File: src/design/assert_macros.svh
// Assertion helpers shared by the design files.
// Every property samples on the rising edge of clk and is off while rst_n is low.
`ifndef ASSERT_MACROS_SVH
`define ASSERT_MACROS_SVH

// Same-cycle implication: when ante holds, cons holds on the same edge.
`define ASSERT_IMPLIES(lbl, ante, cons, msg) \
    lbl: assert property (@(posedge clk) disable iff (!rst_n) (ante) |-> (cons)) \
        else $error(msg);

// Next-cycle implication: when ante holds, cons holds on the following edge.
`define ASSERT_NEXT(lbl, ante, cons, msg) \
    lbl: assert property (@(posedge clk) disable iff (!rst_n) (ante) |=> (cons)) \
        else $error(msg);

`endif

File: src/design/dba7_pkg.sv
package dba7_pkg;

    localparam int BUTTON_COUNT = 8;
    localparam int HIST_W       = 13;
    localparam int SUM_W        = 10;
    localparam int SEG_W        = 8;

    // One released sample followed by twelve pressed samples.
    localparam logic [HIST_W-1:0] HIST_PRESS = 13'h1000;
    localparam logic [SUM_W-1:0]  SUM_LIMIT  = 10'd1023;
    localparam logic [SEG_W-1:0]  SEG_BLANK  = 8'hFF;

    // Active-low DP G F E D C B A codes for digits 0 to 9.
    localparam logic [SEG_W-1:0] SEG_CODES [10] = '{
        8'hC0, 8'hF9, 8'hA4, 8'hB0, 8'h99,
        8'h92, 8'h82, 8'hF8, 8'h80, 8'h90
    };

    typedef struct packed {
        logic [SEG_W-1:0] ones;
        logic [SEG_W-1:0] tens;
        logic [SEG_W-1:0] hundreds;
        logic [SEG_W-1:0] thousands;
    } seg_word_t;

    function automatic logic [SEG_W-1:0] digit_code(input logic [3:0] digit);
        logic [SEG_W-1:0] code;
        code = SEG_BLANK;
        if (digit < 4'd10)
        begin
            code = SEG_CODES[digit];
        end
        return code;
    endfunction

endpackage

File: src/design/dba7_seg_decode.sv
// Split a sum of 0..1023 into decimal digits and blank leading zeros.
module dba7_seg_decode (
    input  logic [dba7_pkg::SUM_W-1:0] sum,
    output dba7_pkg::seg_word_t        segs
);

    logic       thousand;
    logic [9:0] rem_hundreds;
    logic [3:0] hundreds;
    logic [6:0] rem_tens;
    logic [3:0] tens;
    logic [3:0] ones;
    logic [9:0] hundreds_part;
    logic [6:0] tens_part;

    always_comb
    begin
        thousand     = (sum >= 10'd1000);
        rem_hundreds = thousand ? (sum - 10'd1000) : sum;

        // Parallel threshold compares, highest match wins.
        hundreds = 4'd0;
        for (int k = 1; k < 10; k++)
        begin
            if (rem_hundreds >= 10'(k * 100))
            begin
                hundreds = 4'(k);
            end
        end
        hundreds_part = ({6'd0, hundreds} << 6) + ({6'd0, hundreds} << 5)
                      + ({6'd0, hundreds} << 2);
        rem_tens      = 7'(rem_hundreds - hundreds_part);

        tens = 4'd0;
        for (int k = 1; k < 10; k++)
        begin
            if (rem_tens >= 7'(k * 10))
            begin
                tens = 4'(k);
            end
        end
        tens_part = ({3'd0, tens} << 3) + ({3'd0, tens} << 1);
        ones      = 4'(rem_tens - tens_part);

        segs.ones      = dba7_pkg::digit_code(ones);
        segs.tens      = (sum < 10'd10)   ? dba7_pkg::SEG_BLANK : dba7_pkg::digit_code(tens);
        segs.hundreds  = (sum < 10'd100)  ? dba7_pkg::SEG_BLANK
                                          : dba7_pkg::digit_code(hundreds);
        segs.thousands = thousand ? dba7_pkg::SEG_CODES[1] : dba7_pkg::SEG_BLANK;
    end

endmodule

File: src/design/debounced_button_adder_7seg.sv
// Debounced button adder with four-digit seven-segment codes.
// Input channel (in_valid / in_stall / raw_buttons): one word per scan tick,
// eight active-low button levels. Each button keeps a 13-sample history; a
// press counts once, when one released sample is followed by twelve pressed
// ones, and adds 2^i to the running sum. Sums above 1023 wrap modulo 1023.
// Output channel (out_valid / out_stall): one word per input word, with the
// sum and active-low DP..A codes for ones, tens, hundreds and thousands;
// leading digits read 0xFF (blank), the ones digit always shows.
// Path: the history update and sum are registered in the sum stage at the
// accept edge; the digit decode is then registered into the output register,
// which raises out_valid. Throughput: one word per cycle while out_stall is
// low, set by the two-register pipeline with no shared unit.
// Reset: histories and sum clear to zero, both pipeline stages empty. A
// button held down since reset is not counted until it is seen released.
// Stall: out_stall holds the output word; the sum stage then fills and
// in_stall rises in the same cycle, so no word is dropped or repeated.
`include "assert_macros.svh"

module debounced_button_adder_7seg (
    input  logic                                 clk,
    input  logic                                 rst_n,
    input  logic                                 in_valid,
    output logic                                 in_stall,
    input  logic [7:0]                           raw_buttons,
    output logic                                 out_valid,
    input  logic                                 out_stall,
    output logic [dba7_pkg::SUM_W-1:0]           sum_value,
    output logic [dba7_pkg::SEG_W-1:0]           seg_ones,
    output logic [dba7_pkg::SEG_W-1:0]           seg_tens,
    output logic [dba7_pkg::SEG_W-1:0]           seg_hundreds,
    output logic [dba7_pkg::SEG_W-1:0]           seg_thousands
);

    logic [dba7_pkg::HIST_W-1:0]       history_reg [dba7_pkg::BUTTON_COUNT];
    logic [dba7_pkg::HIST_W-1:0]       history_next [dba7_pkg::BUTTON_COUNT];
    logic [dba7_pkg::BUTTON_COUNT-1:0] press_vec;
    logic [dba7_pkg::SUM_W:0]          sum_wide;
    logic [dba7_pkg::SUM_W-1:0]        running_sum_reg;
    logic [dba7_pkg::SUM_W-1:0]        running_sum_next;
    logic                              sum_valid_reg;
    logic                              out_valid_reg;
    logic [dba7_pkg::SUM_W-1:0]        sum_value_reg;
    dba7_pkg::seg_word_t               segs_reg;
    dba7_pkg::seg_word_t               segs_next;
    logic                              in_accept;
    logic                              out_free;
    logic                              sum_move;

    // Handshake: the output register frees when empty or being taken;
    // the sum stage takes a word when empty or moving on.
    assign out_free  = !out_valid_reg || !out_stall;
    assign sum_move  = sum_valid_reg && out_free;
    assign in_stall  = sum_valid_reg && !out_free;
    assign in_accept = in_valid && !in_stall;

    // Shift in the new level (1 = released) and detect the press pattern.
    // Each reported button adds a distinct power of two, so the total of
    // this tick's presses is simply the press vector read as a number.
    always_comb
    begin
        for (int i = 0; i < dba7_pkg::BUTTON_COUNT; i++)
        begin
            history_next[i] = {history_reg[i][dba7_pkg::HIST_W-2:0], raw_buttons[i]};
            press_vec[i]    = (history_next[i] == dba7_pkg::HIST_PRESS);
        end
        sum_wide = {1'b0, running_sum_reg} + (dba7_pkg::SUM_W + 1)'(press_vec);
        // Below twice the limit, so one subtract does the modulo.
        if (sum_wide > {1'b0, dba7_pkg::SUM_LIMIT})
        begin
            running_sum_next = dba7_pkg::SUM_W'(sum_wide - {1'b0, dba7_pkg::SUM_LIMIT});
        end
        else
        begin
            running_sum_next = sum_wide[dba7_pkg::SUM_W-1:0];
        end
    end

    // Sum stage: history and running sum advance on every accepted word.
    // The running sum register doubles as this stage's payload.
    always_ff @(posedge clk or negedge rst_n)
    begin
        if (!rst_n)
        begin
            for (int i = 0; i < dba7_pkg::BUTTON_COUNT; i++)
            begin
                history_reg[i] <= '0;
            end
            running_sum_reg <= '0;
            sum_valid_reg   <= 1'b0;
        end
        else
        begin
            if (in_accept)
            begin
                for (int i = 0; i < dba7_pkg::BUTTON_COUNT; i++)
                begin
                    history_reg[i] <= history_next[i];
                end
                running_sum_reg <= running_sum_next;
                sum_valid_reg   <= 1'b1;
            end
            else if (sum_move)
            begin
                sum_valid_reg <= 1'b0;
            end
        end
    end

    dba7_seg_decode u_seg_decode (
        .sum  (running_sum_reg),
        .segs (segs_next)
    );

    // Output stage: load the decoded word when free, drop valid once taken.
    always_ff @(posedge clk or negedge rst_n)
    begin
        if (!rst_n)
        begin
            out_valid_reg <= 1'b0;
        end
        else if (out_free)
        begin
            out_valid_reg <= sum_valid_reg;
        end
    end

    always_ff @(posedge clk)
    begin
        if (sum_move)
        begin
            sum_value_reg <= running_sum_reg;
            segs_reg      <= segs_next;
        end
    end

    assign out_valid     = out_valid_reg;
    assign sum_value     = sum_value_reg;
    assign seg_ones      = segs_reg.ones;
    assign seg_tens      = segs_reg.tens;
    assign seg_hundreds  = segs_reg.hundreds;
    assign seg_thousands = segs_reg.thousands;

    `ASSERT_NEXT(a_idle_tick_keeps_sum, in_accept && (press_vec == '0), running_sum_reg == $past(running_sum_reg), "sum changed on a tick without a press")
    `ASSERT_NEXT(a_sum_fills_empty_out, sum_valid_reg && !out_valid_reg, out_valid_reg, "sum word did not move into an empty output register")
    `ASSERT_IMPLIES(a_thousands_digit, out_valid_reg && (sum_value_reg >= 10'd1000), seg_thousands == dba7_pkg::SEG_CODES[1], "thousands digit wrong")
    `ASSERT_IMPLIES(a_small_sum_blank, out_valid_reg && (sum_value_reg < 10'd10), (seg_tens == dba7_pkg::SEG_BLANK) && (seg_hundreds == dba7_pkg::SEG_BLANK), "leading digits not blanked")

endmodule

File: config.mk
export PLATFORM = sky130hd
export DESIGN_NAME = debounced_button_adder_7seg
export DESIGN_NICKNAME = d
export VERILOG_FILES = /design/src/design/dba7_pkg.sv /design/src/design/dba7_seg_decode.sv /design/src/design/debounced_button_adder_7seg.sv
export VERILOG_INCLUDE_DIRS = /design/src /design/src/design
export SDC_FILE = /design/constraint.sdc
export NUM_CORES = 1
export LEC_CHECK = 0
export ABC_AREA = 0
export BUFFER_PORTS_ARGS = -buffer_cell sky130_fd_sc_hd__buf_2
export CAP_MARGIN = 20
export CORE_MARGIN = 1.5
export CORE_UTILIZATION = 35
export CTS_BUF_LIST = sky130_fd_sc_hd__clkbuf_8
export CTS_CLUSTER_SIZE = 20
export DETAILED_ROUTE_END_ITERATION = 6
export GPL_TIMING_DRIVEN = 0
export PLACE_DENSITY = 0.53
export RECOVER_POWER = 100
export SYNTH_ARGS = -nofsm -noshare
export SYNTH_HDL_FRONTEND = slang
export SYNTH_SLANG_ARGS = --single-unit
File: constraint.sdc
create_clock -name clk -period 15.3 [get_ports clk]
set_clock_uncertainty 0.2 [all_clocks]
set_input_delay 2.295 -clock clk [delete_from_list [all_inputs] [get_ports clk]]
set_output_delay 2.295 -clock clk [all_outputs]
set_load 0.02 [all_outputs]
# After elaboration in Yosys (flattened, before gate mapping)
# Memories as Yosys holds them, arrays and structs flattened. A register that Yosys moved wholly into a read port is not among the register bits.
# Cells that the tools add are included.
# op_classes
n_eq_ne	8
n_mux	23
order_cmp	25
n_reduce_logical	12
bitwise	5
addsub	8
# ops
cell	n
$eq 13x13->1 const B	8
$ge 10x10->1 const B	5
$mux 4	10
$ge 10x9->1 const B	3
$ge 7x6->1 const B	3
$ge 7x7->1 const B	3
$mux 10	2
$sub 10x10->10 const B	2
$mux 3	5
$not 4->5	3
$ge 7x5->1 const B	2
$lt 4x4->1 const B	3
$add 10x8->11	1
$gt 11x10->1 const B	1
$ge 10x7->1 const B	1
$ge 10x8->1 const B	1
$lt 10x4->1 const B	1
$lt 10x7->1 const B	1
$add 7x6->7	1
$add 7x7->7	1
$ge 7x4->1 const B	1
$sub 7x7->7	1
$logic_not 1->1	5
$add 4x4->4	1
8 further kinds	16
# word_totals
elab_cells	97
out_inout_bits	44
mem_bits_ro	384
register_bits	126
inputBits	12
mem_count	3
# memory_table
memory	words	word_bits	read_ports	rd_clocked_by_memory_dff	write_ports	line	source
(no name shown)	16	8	1	1	0	dba7_pkg.sv:31	code = SEG_CODES[digit];
(no name shown)	16	8	1	1	0	dba7_pkg.sv:31	
(no name shown)	16	8	1	1	0	dba7_pkg.sv:31	

# Longest topological paths before layout
# depth
ltp_word	29
ltp_mapped	31
depth_no_buf	31

# Cells and area by module
# Synthesis repeated with hierarchy kept, for this count alone.
# hier_totals
cells_unflattened	910
area_unflattened_um2	8285.4
# by_module_without_submodules
module	n_inst	area_per_inst_um2	seq_area_each_um2	cells_each
debounced_button_adder_7seg	1	6302.3	3963.8	626
dba7_seg_decode	1	1983.2	0.0	284

# Worst setup path after synthesis
# Ideal clock, no wire load.
# synth_timing
path_type	register -> register
startpoint	register running_sum_reg[1] (netlist name)
endpoint	register seg_ones[2] (netlist name)
required_ps	14844
arrival_ps	6343
stages_incl_launch_ff	31
setup_time_ps	256
synth_period_minus_slack_ps	6798
slack_ps	8502
path_buffers	1
path_cell_list	dfrtp_1 inv_1 ha_1 nand3b_4 a211o_1 xnor2_1 inv_1 nand3_1 a311oi_1 a31oi_1 o22ai_1 o21ai_0 a31oi_1 ha_1 o21ai_1 nand2_1 ha_1 o211a_1 nor3_1 xnor3_2 xor2_2 buf_6 mux2i_1 inv_1 ha_1 and2_1 a211oi_1 o22ai_2 xnor2_2 nor2_1 a31o_2
# synth_between
elab_chain_cells	29
elab_cells_between_ends	47
classes_between	6 x add/sub; 20 x order compare; 19 x mux; 1 x bitwise; 1 x reduce/logical
# synth_lines
element	line	source
start: declaration	debounced_button_adder_7seg.sv:38	logic [dba7_pkg::SUM_W-1:0] running_sum_reg;
start signal: assignment	debounced_button_adder_7seg.sv:99	running_sum_reg <= running_sum_next;
$sub 10x10->10 or $ge 10x10->1 (tied branches)	dba7_seg_decode.sv:19, dba7_seg_decode.sv:18	
$mux 10 *	dba7_seg_decode.sv:19	rem_hundreds = thousand ? (sum - 10'd1000) : sum;
$ge 10x7->1	dba7_seg_decode.sv:25	if (rem_hundreds >= 10'(k * 100))
$mux 1	dba7_seg_decode.sv:25	
$mux 4 (8 in a row)	dba7_seg_decode.sv:25	
$add 7x7->7	dba7_seg_decode.sv:30	hundreds_part = ({6'd0, hundreds} << 6) + ({6'd0, hundreds} << 5)
$add 7x6->7	dba7_seg_decode.sv:31	+ ({6'd0, hundreds} << 2);
$sub 7x7->7 *	dba7_seg_decode.sv:32	rem_tens = 7'(rem_hundreds - hundreds_part);
$ge 7x4->1	dba7_seg_decode.sv:37	if (rem_tens >= 7'(k * 10))
$mux 1	dba7_seg_decode.sv:37	
$mux 2 (2 in a row)	dba7_seg_decode.sv:37	
$mux 3 (4 in a row)	dba7_seg_decode.sv:37	
$mux 4 (2 in a row)	dba7_seg_decode.sv:37	
$add 4x4->4	dba7_seg_decode.sv:42	tens_part = ({3'd0, tens} << 3) + ({3'd0, tens} << 1);
$sub 4x4->4 *	dba7_seg_decode.sv:43	ones = 4'(rem_tens - tens_part);
$lt 4x4->1	dba7_pkg.sv:29	if (digit < 4'd10)
$logic_not 1->1 (no line)	-	
# Mark *: on every way between the ends. The rest lies on a longest branch, timed or not.
# A chain may end at the register's enable or synchronous reset.

# Final worst setup path
# layout_timing
startpoint	register running_sum_reg[1] (netlist name)
endpoint	register seg_ones[2] (netlist name)
# layout_between
elab_chain_cells	29
elab_cells_between_ends	47
classes_between	6 x add/sub; 20 x order compare; 19 x mux; 1 x bitwise; 1 x reduce/logical
# layout_lines
element	line
$sub 10x10->10 or $ge 10x10->1 (tied branches)	dba7_seg_decode.sv:19, dba7_seg_decode.sv:18
$mux 10 *	dba7_seg_decode.sv:19
$ge 10x7->1	dba7_seg_decode.sv:25
$mux 1	dba7_seg_decode.sv:25
$mux 4 (8 in a row)	dba7_seg_decode.sv:25
$add 7x7->7	dba7_seg_decode.sv:30
$add 7x6->7	dba7_seg_decode.sv:31
$sub 7x7->7 *	dba7_seg_decode.sv:32
$ge 7x4->1	dba7_seg_decode.sv:37
$mux 1	dba7_seg_decode.sv:37
$mux 2 (2 in a row)	dba7_seg_decode.sv:37
$mux 3 (4 in a row)	dba7_seg_decode.sv:37
$mux 4 (2 in a row)	dba7_seg_decode.sv:37
$add 4x4->4	dba7_seg_decode.sv:42
$sub 4x4->4 *	dba7_seg_decode.sv:43
$lt 4x4->1	dba7_pkg.sv:29
$logic_not 1->1 (no line)	-
# Marked as above.

==> flow_summary.toml <==
[place]
place.detailed.hpwl_um = 11100
port_buffers = 46
gp_congestion = 0.843
place_area_sq_um = 8270
placed_cells = 994

[synth]
yosys.area.top_type = "dfrtp_1"
ys.flop_type = "dfrtp_1"
synth_area_per_cell_sq_um = 11.5
netlist-cell-type-count = 66
yosys.area.top_type_share_pct = 35.6
yosysSeqAreaShare_pct = 48.2
syn_inst = 663
async_flop_share_pct = 77.1
synth-edff-count = 32
synthesis.area_sq_um = 7600
synth-seq-cells = 140
synth_area_leaders = "dfrtp_1 36%, mux2_2 14%, edfxtp_1 13%, ha_1 6.4%, nand2_1 1.9%"
yosys_warnings = 0

[final_layout]
instances_no_fill = 1026
final_area_sq_um = 8550
diodes = 0
drive_gt1_share_pct = 22.2
fin_nets = 790
syn_to_final_growth_pct = 12.5
largest_reg_flops = 96

[power]
power.density_nw_per_um2 = 222
power_mw = 1.90
ir_drop_mv = 0.156
p_leak_nw = 3.50

[clock_tree]
cts.clk_slew.worst_paths_ns = 0.09
clockBufferDepth = 2
cts_tree = "done"
insertion_delay_ns = 0.45
postCtsSetupBuffers = 0
cts_made_buffers = 17
clock_sinks = 140
hold_buffers = 0
cts_resized = 0
cts-root-buf = "clkbuf_8"
htree_levels = 4

[die]
io_pins = 56
core-area_sq_um = 21200
dieArea_sq_um = 22600
die_x_um = 150
fp.dieH_um = 150
num_rows = 53
initial_core_util_pct = 35.9

[timing]
min_period_ns = 8.23
period_share_pct = 53.8
hold_viol = 0
slew_headroom_pct = -116
fin_setup_tns_ns = 0
final-setup-viol-count = 0
max_clock_freq_ghz = 0.122
worst_slew_pin_slew_ns = 3.25
drv_slew = 111
rsz0062_at_grt = "no"

[grt]
grt_overflow = 0
track_usage_pct = 14.0
grt_pass1_vias = 5385
grt_pass1_wl_um = 25200
antenna_found_initial = 0
grt_max_degree = 63

[worst_setup_path]
crit_slowest_cell = "xnor2_1"
setup.worst_path.start = "running_sum_reg[1]$_DFFE_PN0P_"
critical_path_class = "register to register"
cp_max_fo = 12
cp_slowest_stage_delay_ns = 0.61
required_ns = 15.30
r2r-start = "running_sum_reg[1]$_DFFE_PN0P_"
cp-end-kind = "register"
cpMostUsedCell = "ha_1"
arrival_ns = 8.23
setup.worst_path.start_class = "register"

[route]
dr.pass1.iters = 4
drc_errors = 0
routed_wl_um = 15000
dr_total_vias = 5274
via_per_inst = 5.14
drt_iter0_drc = 206
postRouteAntennaNets = 0
post_drt_wl_per_cell_um = 14.6

[hold_path]
hold_class = "register to register"
min_from = "sum_valid_reg$_DFFE_PN0P_"

[outcome]
violations = "capacitance limit, slew limit"
status = "finished with violations"

[flow_run]
maxCapViolCount = 3
worst max-delay path: cells and delay by family (launching register included):
family	cells	cell delay (ns)
muxes	1	0.36
DFF	1	0.58
and+or+nand+nor	6	0.88
buffers and inverters	4	0.61
AOI/OAI and AO/OA	11	2.74
adders and majority gates	4	1.26
xor gates and xnor gates	4	1.38
layer usage:
metal  global-route usage, %  up-vias  part of all wire [%]
met5                       0        -                     0
met4                    4.66        0                   1.4
met3                    3.15       21                   3.7
met2                    24.6       93                    51
met1                    16.9     2595                    44
li1                        -     2565                     -
cell families (layout without fill, tap and decap cells):
logic type | after synthesis | in the layout | share of synthesized area [%]
simple gates | 161 | 161 | 11.8
flops | 140 | 140 | 48.2
compound gates | 126 | 126 | 11.0
mux | 106 | 106 | 15.6
buf+inv | 69 | 149 | 4.03
fa+ha+maj | 40 | 40 | 6.68
xor+xnor | 20 | 20 | 2.70
other cells | 1 | 9 | 0.0493
through the flow:
step / setup slack, ns / hold slack [ns] / util, %
finish: 7.07 / 0.288 / 40.4
global route: 6.24 / 0.321 / 40.4
CTS: 7.33 / 0.292 / 41.0
detailed placement: 7.36 / 0.269 / 39.1
global placement: 7.41 / 0.255 / 38.8
floorplan: 8.50 / 0.243 / -
cell usage after synthesis, types with 5 or more instances:
cell type / instances
xnor2_1: 11
ha_1: 39
a31oi_1: 6
and2_1: 5
a21oi_1: 27
nand3_1: 10
xor2_1: 6
mux2i_1: 9
a211oi_1: 6
clkbuf_1: 24
or4_1: 8
nor4_1: 10
buf_4: 10
inv_1: 32
nor4b_1: 9
o21ai_1: 5
edfxtp_1: 32
a21o_1: 10
nor3_1: 18
nand2b_1: 6
nor2_1: 27
nor2b_1: 7
mux2_2: 97
o21ai_0: 28
o211ai_1: 7
nand2_1: 38
a31o_2: 5
dfrtp_1: 108
layout make-up:
type                            instances  area, sq um
Sequential cell                       140         3660
Tap cell                              275          344
Buffer                                 37          186
Multi-Input combinational cell        462         3640
Clock buffer                           17          234
Timing Repair Buffer                   48          191
Inverter                               32          120
Clock inverter                         15          170
Fill cell                            2046        12600
power breakdown:
| part | switching, mW | total (mW) | internal, mW |
|---|---|---|---|
| clock network | 0.163 | 0.300 | 0.137 |
| logic | 0.510 | 0.925 | 0.414 |
| registers | 0.0948 | 0.676 | 0.581 |
worst paths after layout:
path	to	slack [ns]	depth (start not counted)
worst max-delay path	seg_ones[2]$_SDFFCE_PP1P_	7.07	30
worst min-delay path	out_valid$_DFFE_PN0P_	0.29	1
worst max register to register	seg_ones[2]$_SDFFCE_PP1P_	7.07	30
worst min register to register	out_valid$_DFFE_PN0P_	0.29	1
max in group asynchronous	history_next[36]$_DFFE_PN0P_	8.48	2
min in group asynchronous	history_next[82]$_DFFE_PN0P_	2.39	1
placed cells by master, fill, tap and decap left out, drive strengths merged, types with 3 or more instances in the layout:
master,synthesis,final
a21boi,3,3
nand3,10,10
clkbuf,24,80
nand2,38,38
edfxtp,32,32
inv,32,40
conb,1,9
mux2,97,97
a211oi,6,6
nand4,3,3
xor2,7,7
clkinv,0,4
o211ai,7,7
nor4,10,10
a21o,10,10
nor4b,9,9
nand2b,6,6
dfrtp,108,108
nor2b,7,7
buf,13,22
mux2i,9,9
a211o,3,3
xnor2,12,12
or2,3,3
nor3b,3,3
o31ai,3,3
nand3b,3,3
a31o,5,5
and3,3,3
a21oi,27,27
or4,8,8
nand4b,3,3
ha,39,39
nor2,28,28
nor3,18,18
o21ai,33,33
and2,5,5
a31oi,6,6
No activity file was read; power rests on OpenSTA's default activity.
